File: src/hdl/mobt_pkg.sv
// Package: shared types and codes for the multicart outer bank translator.
`timescale 1ns / 1ps
package mobt_pkg;

	localparam logic [1:0] ACT_WRITE = 2'd0;
	localparam logic [1:0] ACT_PRG   = 2'd1;
	localparam logic [1:0] ACT_CHR   = 2'd2;

	localparam logic [3:0] WIN_LO_PAGE = 4'h6;
	localparam logic [3:0] WIN_HI_PAGE = 4'h5;

	typedef struct packed {
		logic [1:0]  action;
		logic [15:0] address;
		logic [7:0]  data_value;
		logic [7:0]  inner_mode_bits;
		logic [7:0]  inner_chr_bank0;
		logic [7:0]  inner_chr_bank1;
	} in_item_t;

	typedef struct packed {
		logic [11:0] final_bank;
		logic [2:0]  window_slot;
		logic        write_taken;
	} out_item_t;

	typedef logic [3:0][7:0] outer_regs_t;

endpackage

File: src/hdl/mobt_regs.sv
// Outer bank register file with CPU write window decode and lock.
`timescale 1ns / 1ps
module mobt_regs (
	input  logic                  clk,
	input  logic                  arst_n,
	input  logic                  wr_en,
	input  logic [15:0]           wr_addr,
	input  logic [7:0]            wr_data,
	input  logic                  window_select,
	output logic                  wr_taken,
	output mobt_pkg::outer_regs_t regs
);

	mobt_pkg::outer_regs_t regs_q;
	logic                  hit;
	logic                  locked;

	assign hit      = wr_addr[15:12] ==
		(window_select ? mobt_pkg::WIN_HI_PAGE : mobt_pkg::WIN_LO_PAGE);
	assign locked   = regs_q[3][7] && !regs_q[3][4];
	assign wr_taken = wr_en && hit && !locked;
	assign regs     = regs_q;

	always_ff @(posedge clk or negedge arst_n) begin
		if (!arst_n) begin
			regs_q <= '0;
		end else if (wr_taken) begin
			regs_q[wr_addr[1:0]] <= wr_data;
		end
	end

`ifndef SYNTHESIS
	a_locked_hold: assert property (@(posedge clk) disable iff (!arst_n)
		locked |=> $stable(regs_q))
		else $error("outer registers changed while locked");
`endif

endmodule

File: src/hdl/mobt_xlate.sv
// Bank translation logic: PRG and CHR mapping through the outer registers.
`timescale 1ns / 1ps
module mobt_xlate #(
	parameter int PRG_BANK_COUNT = 512,
	parameter int CHR_BANK_COUNT = 256
) (
	input  mobt_pkg::in_item_t    item,
	input  mobt_pkg::outer_regs_t regs,
	input  logic                  wr_taken,
	output mobt_pkg::out_item_t   result
);

	localparam logic [11:0] PRG_WRAP = 12'(PRG_BANK_COUNT - 1);
	localparam logic [11:0] CHR_WRAP = 12'(CHR_BANK_COUNT - 1);

	logic [7:0]  r0, r1, r2, r3;
	logic [7:0]  prg_mask;
	logic [7:0]  prg_base;
	logic [7:0]  prg_v;
	logic [3:0]  prg_emask;
	logic [11:0] prg_out;
	logic [7:0]  chr_mask;
	logic [7:0]  chr_hi;
	logic [15:0] chr_key;
	logic [7:0]  chr_v;
	logic [7:0]  chr_out;

	assign r0 = regs[0];
	assign r1 = regs[1];
	assign r2 = regs[2];
	assign r3 = regs[3];

	always_comb begin
		prg_mask = {r1[5], r1[6], ~r1[7], ~r0[6], 4'hF};
		prg_base = {r0[5:4], r1[3:2], r1[4], r0[2:0]};
		prg_v    = item.data_value;
		if (r3[6] && item.data_value >= 8'hFE && !item.inner_mode_bits[6]
				&& item.address[15:14] == 2'b11) begin
			prg_v = 8'h00;
		end
		if (r1[1]) begin
			prg_emask = {r3[3:2], item.address[14], 1'b0};
		end else begin
			prg_emask = {r3[3:1], 1'b0};
		end
		if (!r3[4]) begin
			prg_out = ({prg_base, 4'h0} & ~{4'h0, prg_mask})
				| {4'h0, prg_v & prg_mask};
		end else begin
			prg_out = ({prg_base, 4'h0} & ~{4'h0, prg_mask & 8'hF0})
				| {4'h0, prg_v & prg_mask & 8'hF0}
				| {8'h00, prg_emask} | {11'h000, item.address[13]};
		end
	end

	always_comb begin
		chr_mask = {~r0[7], 7'h7F};
		chr_hi   = {r0[3] & r0[7], 7'h00};
		chr_key  = item.address ^ {3'b000, item.inner_mode_bits[7], 12'h000};
		chr_v    = item.data_value;
		if (r3[4]) begin
			if (r3[6] && (chr_key == 16'h0400 || chr_key == 16'h0C00)) begin
				chr_v = {1'b0, chr_v[6:0]};
			end
			chr_out = (chr_v & 8'h80 & chr_mask) | chr_hi
				| {1'b0, r2[3:0], item.address[12:10]};
		end else begin
			if (r3[6]) begin
				if (chr_key == 16'h0000) begin
					chr_v = item.inner_chr_bank0;
				end else if (chr_key == 16'h0800) begin
					chr_v = item.inner_chr_bank1;
				end else if (chr_key == 16'h0400 || chr_key == 16'h0C00) begin
					chr_v = 8'h00;
				end
			end
			chr_out = (chr_v & chr_mask) | chr_hi;
		end
	end

	always_comb begin
		result = '0;
		case (item.action)
			mobt_pkg::ACT_WRITE: begin
				result.write_taken = wr_taken;
			end
			mobt_pkg::ACT_PRG: begin
				result.final_bank  = prg_out & PRG_WRAP;
				result.window_slot = {1'b0, item.address[14:13]};
			end
			mobt_pkg::ACT_CHR: begin
				result.final_bank  = {4'h0, chr_out} & CHR_WRAP;
				result.window_slot = item.address[12:10];
			end
			default: begin
				result = '0;
			end
		endcase
	end

endmodule

File: src/hdl/multicart_outer_bank_translator_unit.sv
// Top level: input register, outer register bank, translation and result register.
// The input register item is translated and captured in the result register.
// Throughput: one transaction per cycle, limited only by output stall.
// Register writes take effect for the very next transaction.
// Reset (arst_n low, asynchronous): outer registers and window select clear to zero,
// both stages empty.
`timescale 1ns / 1ps
module multicart_outer_bank_translator_unit #(
	parameter int PRG_BANK_COUNT = 512,
	parameter int CHR_BANK_COUNT = 256
) (
	input  logic                clk,
	input  logic                arst_n,
	input  logic                in_valid,
	output logic                in_stall,
	input  mobt_pkg::in_item_t  in_data,
	output logic                out_valid,
	input  logic                out_stall,
	output mobt_pkg::out_item_t out_data,
	input  logic                cfg_wr_en,
	input  logic                cfg_wr_data
);

	localparam logic [11:0] ANY_WRAP =
		12'(PRG_BANK_COUNT - 1) | 12'(CHR_BANK_COUNT - 1);

	logic                  window_select_q;
	logic                  valid_s1;
	mobt_pkg::in_item_t    item_s1;
	logic                  valid_s2;
	mobt_pkg::out_item_t   result_s2;
	logic                  load_s2;
	logic                  adv_s1;
	logic                  wr_taken;
	mobt_pkg::outer_regs_t regs;
	mobt_pkg::out_item_t   result;

	assign load_s2  = !valid_s2 || !out_stall;
	assign adv_s1   = valid_s1 && load_s2;
	assign in_stall = valid_s1 && !load_s2;

	always_ff @(posedge clk or negedge arst_n) begin
		if (!arst_n) begin
			window_select_q <= 1'b0;
		end else if (cfg_wr_en) begin
			window_select_q <= cfg_wr_data;
		end
	end

	always_ff @(posedge clk or negedge arst_n) begin
		if (!arst_n) begin
			valid_s1 <= 1'b0;
			valid_s2 <= 1'b0;
		end else begin
			if (!in_stall) begin
				valid_s1 <= in_valid;
			end
			if (load_s2) begin
				valid_s2 <= adv_s1;
			end
		end
	end

	always_ff @(posedge clk) begin
		if (in_valid && !in_stall) begin
			item_s1 <= in_data;
		end
		if (adv_s1) begin
			result_s2 <= result;
		end
	end

	mobt_regs u_regs (
		.clk           (clk),
		.arst_n        (arst_n),
		.wr_en         (adv_s1 && item_s1.action == mobt_pkg::ACT_WRITE),
		.wr_addr       (item_s1.address),
		.wr_data       (item_s1.data_value),
		.window_select (window_select_q),
		.wr_taken      (wr_taken),
		.regs          (regs)
	);

	mobt_xlate #(
		.PRG_BANK_COUNT (PRG_BANK_COUNT),
		.CHR_BANK_COUNT (CHR_BANK_COUNT)
	) u_xlate (
		.item     (item_s1),
		.regs     (regs),
		.wr_taken (wr_taken),
		.result   (result)
	);

	assign out_valid = valid_s2;
	assign out_data  = result_s2;

`ifndef SYNTHESIS
	a_write_clean: assert property (@(posedge clk) disable iff (!arst_n)
		valid_s2 && result_s2.write_taken |->
			result_s2.final_bank == 12'h000 && result_s2.window_slot == 3'd0)
		else $error("write transaction carries bank or slot");
	a_wrap: assert property (@(posedge clk) disable iff (!arst_n)
		valid_s2 |-> (result_s2.final_bank & ~ANY_WRAP) == 12'h000)
		else $error("final bank exceeds ROM size");
	a_backpressure: assert property (@(posedge clk) disable iff (!arst_n)
		valid_s1 && valid_s2 && out_stall |-> in_stall)
		else $error("input taken while both stages are blocked");
`endif

endmodule

File: config.mk
export PLATFORM = sky130hd
export DESIGN_NAME = multicart_outer_bank_translator_unit
export DESIGN_NICKNAME = d
export VERILOG_FILES = /design/src/hdl/mobt_pkg.sv /design/src/hdl/mobt_regs.sv /design/src/hdl/mobt_xlate.sv /design/src/hdl/multicart_outer_bank_translator_unit.sv
export SDC_FILE = /design/constraint.sdc
export NUM_CORES = 1
export LEC_CHECK = 0
export BUFFER_PORTS_ARGS = -buffer_cell sky130_fd_sc_hd__buf_2
export CAP_MARGIN = 0
export CORE_AREA = 2 2 84 86
export DETAILED_ROUTE_END_ITERATION = 7
export DIE_AREA = 0 0 86 88
export PLACE_DENSITY = 0.85
export SLEW_MARGIN = 15
export SYNTH_ARGS = -nofsm -noshare
export SYNTH_HDL_FRONTEND = slang
export SYNTH_SLANG_ARGS = --single-unit
File: constraint.sdc
create_clock -name clk -period 4.3 [get_ports clk]
set_input_delay 0.43 -clock clk [delete_from_list [all_inputs] [get_ports clk]]
set_output_delay 0.43 -clock clk [all_outputs]
set_load 0.02 [all_outputs]
; ---- After elaboration in Yosys (flattened, before gate mapping)
; Index checks and enable logic that the tools add are counted.
[totals]
wordCells = 84
regBits = 101
in_bits = 56
mem_bits_rw = 0
romBits = 0
out_inout_bits = 18
latch_bits = 0
memories = 0
[op_classes]
bitwise = 19
muxes = 16
n_div = 0
n_lt_le_gt_ge = 3
n_reduce_logical = 23
n_addsub = 0
mul = 0
shifts = 0
n_eq_ne = 7
[op_table]
columns = op, n
row1 = $mux 8, 10
row2 = $bwmux 32, 1
row3 = $eq 16x12->1 const B, 2
row4 = $and 8x8->8, 3
row5 = $pmux 12 s2, 1
row6 = $and 9x9->9, 2
row7 = $not 8->9, 2
row8 = $or 9x8->9, 2
row9 = $demux 8 s2, 1
row10 = $eq 16x11->1 const B, 1
row11 = $logic_not 16->1, 1
row12 = $or 8x8->8, 2
row13 = $xor 16x13->16, 1
row14 = $logic_and 1x1->1, 12
row15 = $mux 9, 1
row16 = $or 9x1->9, 1
row17 = $or 9x4->9, 1
row18 = $ge 8x8->1 const B, 1
row19 = $or 8x7->8, 1
row20 = $logic_not 1->1, 7
row21 = $eq 2x2->1 const B, 2
row22 = $eq 4x4->1, 1
row23 = $mux 2, 2
row24 = $lt 2x3->1 const B, 1
row25 = other kinds (6), 9

; ---- Longest topological paths before layout
[logic_depth]
ltp_word = 12
mapped_depth = 7
depth_no_buf = 6

; ---- Modules after synthesis
; A second synthesis with hierarchy kept.
[unflattened]
hier_cells = 267
hier_area_um2 = 4164.0
[by_module_without_submodules]
columns = module, area_each_um2, cells_each, n_inst, seq_area_each_um2
row1 = multicart_outer_bank_translator_unit, 2124.5, 79, 1, 2057.0
row2 = mobt_regs, 1328.8, 80, 1, 800.8
row3 = mobt_xlate, 710.7, 108, 1, 0.0

; ---- Worst setup path after synthesis
; No wires, ideal clock.
[synth_timing]
path_kind = reg-to-reg
from = register item_s1[44] (netlist name)
to = register u_regs.regs_q (netlist bit u_regs.regs[25])
arrival_ps = 1983
stages_incl_launch_ff = 6
t_required_ps = 4175
setup_slack_ps = 2192
setup_time_ps = 125
synth_period_minus_slack_ps = 2108
path_buffers = 1
cell_sequence = edfxtp_1 > or3b_1 > a2111oi_4 > and4_1 > buf_4 > mux2_2
[synth_between]
elab_chain_cells = 3
[synth_lines]
columns = item, line
row1 = from (decl), multicart_outer_bank_translator_unit.sv:29  ; mobt_pkg::in_item_t item_s1;
row2 = from (signal assigned), multicart_outer_bank_translator_unit.sv:66  ; item_s1 <= in_data;
row3 = $eq 4x4->1, mobt_regs.sv:18  ; assign hit = wr_addr[15:12] ==
row4 = $logic_and 1x1->1 (2 in a row), mobt_regs.sv:21  ; assign wr_taken = wr_en && hit && !locked;
row5 = "to (signal, indexed assignment)", mobt_regs.sv:28  ; regs_q[wr_addr[1:0]] <= wr_data;
row6 = to (decl), mobt_regs.sv:14  ; mobt_pkg::outer_regs_t regs_q;
; No other way between the ends.
; A chain may end at the register's enable or synchronous reset.

; ---- Worst setup path in the final report
[layout_timing]
from = register item_s1[44] (netlist name)
to = register u_regs.regs_q (netlist bit u_regs.regs[31])
; Same word-level chain as after synthesis.

==> summary by stage <==
Setup path
The arrival time of the worst setup path is 2.59 ns. The critical path endpoint category is a flip-flop. The endpoint identified for the worst register-to-register timing path is u_regs.regs[31]$_DFFE_PN0P_. The biggest fanout along the worst timing path is 6.

The critical setup path kind is reg2reg. The register-to-register setup slack is 1.95 ns. The beginning of the worst register-to-register path is item_s1[44]$_DFFE_PP_. The worst-case reg-to-reg path depth is 4. STA classifies the critical path startpoint as a flip-flop.

The endpoint required time on the critical path is 4.54 ns. In this run the worst setup path begins at item_s1[44]$_DFFE_PP_.

Timing
The final max-slew violation count is 0. The final period utilization is 0.547. Setup repair after global routing left no endpoint under its margin. Derived from the worst setup path, the maximum achievable clock frequency is 425 MHz. The number of hold violations in the final report is 0.

Subtracting the final worst setup slack from the clock period gives 2.35 ns. The number of endpoints failing setup at the final stage is 0. The worst slew slack as a fraction of its limit is 0.332. At the pin with the least slew margin, the transition time is 1.00 ns. For the final database, setup skew stands at 0.00909 ns. The post-route worst setup slack is 1.95 ns.

Setup total negative slack on the finished layout was measured at 0 ns.

Logic synthesis
A synthesized cell averages 14.5 sq um. Synthesis produced 242 cells. The distinct cell type count of the synthesized netlist is 44. The number of enable flip-flop cells after synthesis is 57. The share of the yosys chip area belonging to registers is 0.664.

In this run the cell area of the synthesized design comes to 3520 sq um. After synthesis the netlist holds a flip-flop and latch count of 82. The Yosys step of the flow raised 0 warnings.

After synthesis, the share of flip-flops with an asynchronous set or reset is 0.305. The dominant synthesized flop cell is sky130_fd_sc_hd__edfxtp_1.

Route
The via count is 2302. Using the TritonRoute via totals, the vias-per-cell ratio works out to 5.90. The post-route DRC violation count is 0. After detailed routing, the total wire length is 6780 microns. The count of antenna-violating nets left after detailed routing is 0. The initial detailed-routing violation count is 259. In the final routed layout, each cell accounts on average for 17.4 microns. The first TritonRoute pass finished after 4 iterations.

CTS
The number of gates resized after CTS is 0. The CTS tree is built. The total number of clock tree sinks is 82. The number of hold buffers added after CTS was 0.

The H-tree was split into 3 levels. The later pin in the worst-skew pair is clocked with a latency of 0.35 ns. After clock tree synthesis, the clock-pin slew on the worst setup and hold paths is 0.08 ns. In this run the post-CTS setup repair buffer count came out at 0. Buffers inserted during clock tree synthesis total 9. The tree is rooted in a sky130_fd_sc_hd__clkbuf_8. The maximum buffer depth of the clock tree is 2.

Die
The die covers 7570 sq um. 74 I/O pins were placed. The die extent in y is 88 microns. After floorplanning, the core was divided into 30 placement rows. In this run the standard cell core region covers 6640 sq um. The initial utilization of the core area, before any placement, comes to 0.530.

The die width is 86 microns.

Min path
The tightest min-delay check is of the in2async type.

Pwr
The worst ir drop on vdd is 259 uV. The power density of the placed cells is 398 nW/um^2. Summing internal, switching and leakage power gives 1.62 mW. The leakage power summed over all cells is 1.68 nW.

Placement
Detailed placement finished with a half-perimeter wire length of 4700 microns. The port buffer count is 64. The congestion estimate from routability-driven global placement came to 0.929.

The pre-CTS setup slack is 1.98 ns. The post-place instance area is 3880 sq um. Once placement completed, the tool counted placed cells totaling 374.

GRT
The largest net degree at the start of global routing is 45. For this run, the total global-route usage over all layers was measured as 0.194. Global routing finished with a remaining overflow of 0. The via count of the first global-routing pass is 2196. The global-route wire length before repair is 10900 microns. The number of antenna violations at the first check in global routing was 0.

Final layout
Leaving out fill and tap cells, the most frequent cells in the layout are sky130_fd_sc_hd__buf_2, sky130_fd_sc_hd__edfxtp_1, sky130_fd_sc_hd__dfrtp_1, sky130_fd_sc_hd__mux2_2, sky130_fd_sc_hd__inv_1. The share of cells above drive strength 1 is 0.352. The cell area after layout is 4080 sq um. The number of nets at the end of the flow is 364. The library cell used most frequently in the layout, excluding fill and tap cells, is sky130_fd_sc_hd__buf_2.

The layout has 502 filler cells. Leaving out filler cells and counting taps, the final layout contains 390. The signed area change from the synthesized netlist to the final layout is 15.8%. The final antenna diode count is 0.

Job
The tool flagged a number of max-cap violations equal to 0.

Outcome
The flow ran to the end, and the final reports show no timing, DRC or antenna violations.
Yosys cell counts, types with 2 or more instances:
cell                       number  area (sq um)
sky130_fd_sc_hd__o311ai_0       4          35.0
sky130_fd_sc_hd__a22oi_1        3          22.5
sky130_fd_sc_hd__nand3_1       10          50.1
sky130_fd_sc_hd__ha_1           3          37.5
sky130_fd_sc_hd__a41oi_1        4          35.0
sky130_fd_sc_hd__dfrtp_1       25           626
sky130_fd_sc_hd__buf_1          2          7.51
sky130_fd_sc_hd__buf_4          4          30.0
sky130_fd_sc_hd__a311oi_1       8          70.1
sky130_fd_sc_hd__nor4_1         2          12.5
sky130_fd_sc_hd__and3_1         5          31.3
sky130_fd_sc_hd__clkbuf_1       8          30.0
sky130_fd_sc_hd__and4_1         2          17.5
sky130_fd_sc_hd__inv_1         11          41.3
sky130_fd_sc_hd__o211ai_1       5          37.5
sky130_fd_sc_hd__nor3_1         4          20.0
sky130_fd_sc_hd__nand2b_1       4          25.0
sky130_fd_sc_hd__nor2b_1        2          12.5
sky130_fd_sc_hd__o21ai_0        4          20.0
sky130_fd_sc_hd__and2_1         4          25.0
sky130_fd_sc_hd__mux2_2        23           259
sky130_fd_sc_hd__nand2_1        8          30.0
sky130_fd_sc_hd__nor2_1         6          22.5
sky130_fd_sc_hd__edfxtp_1      57          1710
sky130_fd_sc_hd__a21oi_1        4          20.0
sky130_fd_sc_hd__a32o_1         3          30.0
sky130_fd_sc_hd__mux2i_1        9          90.1
sky130_fd_sc_hd__nand3b_1       2          15.0
worst max-delay path by stage:
stage,end,slack [ns],cells past startpoint
after global placement,u_regs.regs[25]$_DFFE_PN0P_,2.02,4
after global routing,u_regs.regs[31]$_DFFE_PN0P_,1.88,4
after detailed placement,u_regs.regs[26]$_DFFE_PN0P_,1.98,4
after floorplan,u_regs.regs[25]$_DFFE_PN0P_,2.19,5
final,u_regs.regs[31]$_DFFE_PN0P_,1.95,4
after CTS,u_regs.regs[31]$_DFFE_PN0P_,1.96,4
final cells by class:
class / count / area (sq um) / share of cell area
clock buffers: 10 / 128 / 0.0313
clock inverters: 6 / 67.6 / 0.0166
inverters: 11 / 41.3 / 0.0101
multi-input cells: 137 / 1080 / 0.266
flip-flops and latches: 82 / 2340 / 0.573
well taps: 80 / 100 / 0.0245
repair buffers: 64 / 320 / 0.0786
cell families (layout without fill, tap and decap cells):
kind of cell             after synthesis  after routing  synth area share
AO/OA/AOI/OAI                         39             39            0.0910
AND/OR/NAND/NOR                       59             59             0.101
multiplexers                          32             32            0.0991
flip-flops                            82             82             0.664
XOR/XNOR                               1              1           0.00249
adder cells (fa/ha/maj)                3              3            0.0107
other                                  1              3           0.00107
buffers and inverters                 25             91            0.0309
power by group:
part,switching (mW),internal [mW]
registers,0.0338,0.905
logic,0.0808,0.0553
clock network,0.281,0.269
total,0.395,1.23
worst max-delay path, stage by stage, from the launching register on:
cell and delay (ns):
sky130_fd_sc_hd__edfxtp_1 0.47, sky130_fd_sc_hd__or3b_1 0.45, sky130_fd_sc_hd__a2111oi_4 0.50, sky130_fd_sc_hd__and4_1 0.44, sky130_fd_sc_hd__mux2_2 0.38
flip-flops by register name, indices dropped and copies added, names as in the netlist:
name and count:
out_data 13, window_select_q 1, out_valid 1, u_regs.regs 22, valid_s1 1, item_s1 44
per-stage QoR:
step                       util  hold slack (ns)
after global routing      0.614           0.0926
final                     0.614           0.0648
after floorplan               -            0.134
after CTS                 0.614           0.0801
after global placement    0.584            0.454
after detailed placement  0.584            0.461
per-layer routing:
metal	global-route usage	wire length (microns)	up-vias
met5	0	0	-
met4	0.0750	95	0
met3	0.0528	404	9
met2	0.310	3370	91
met1	0.255	2910	1136
li1	-	-	1066
(Power assumes the default switching activity.)
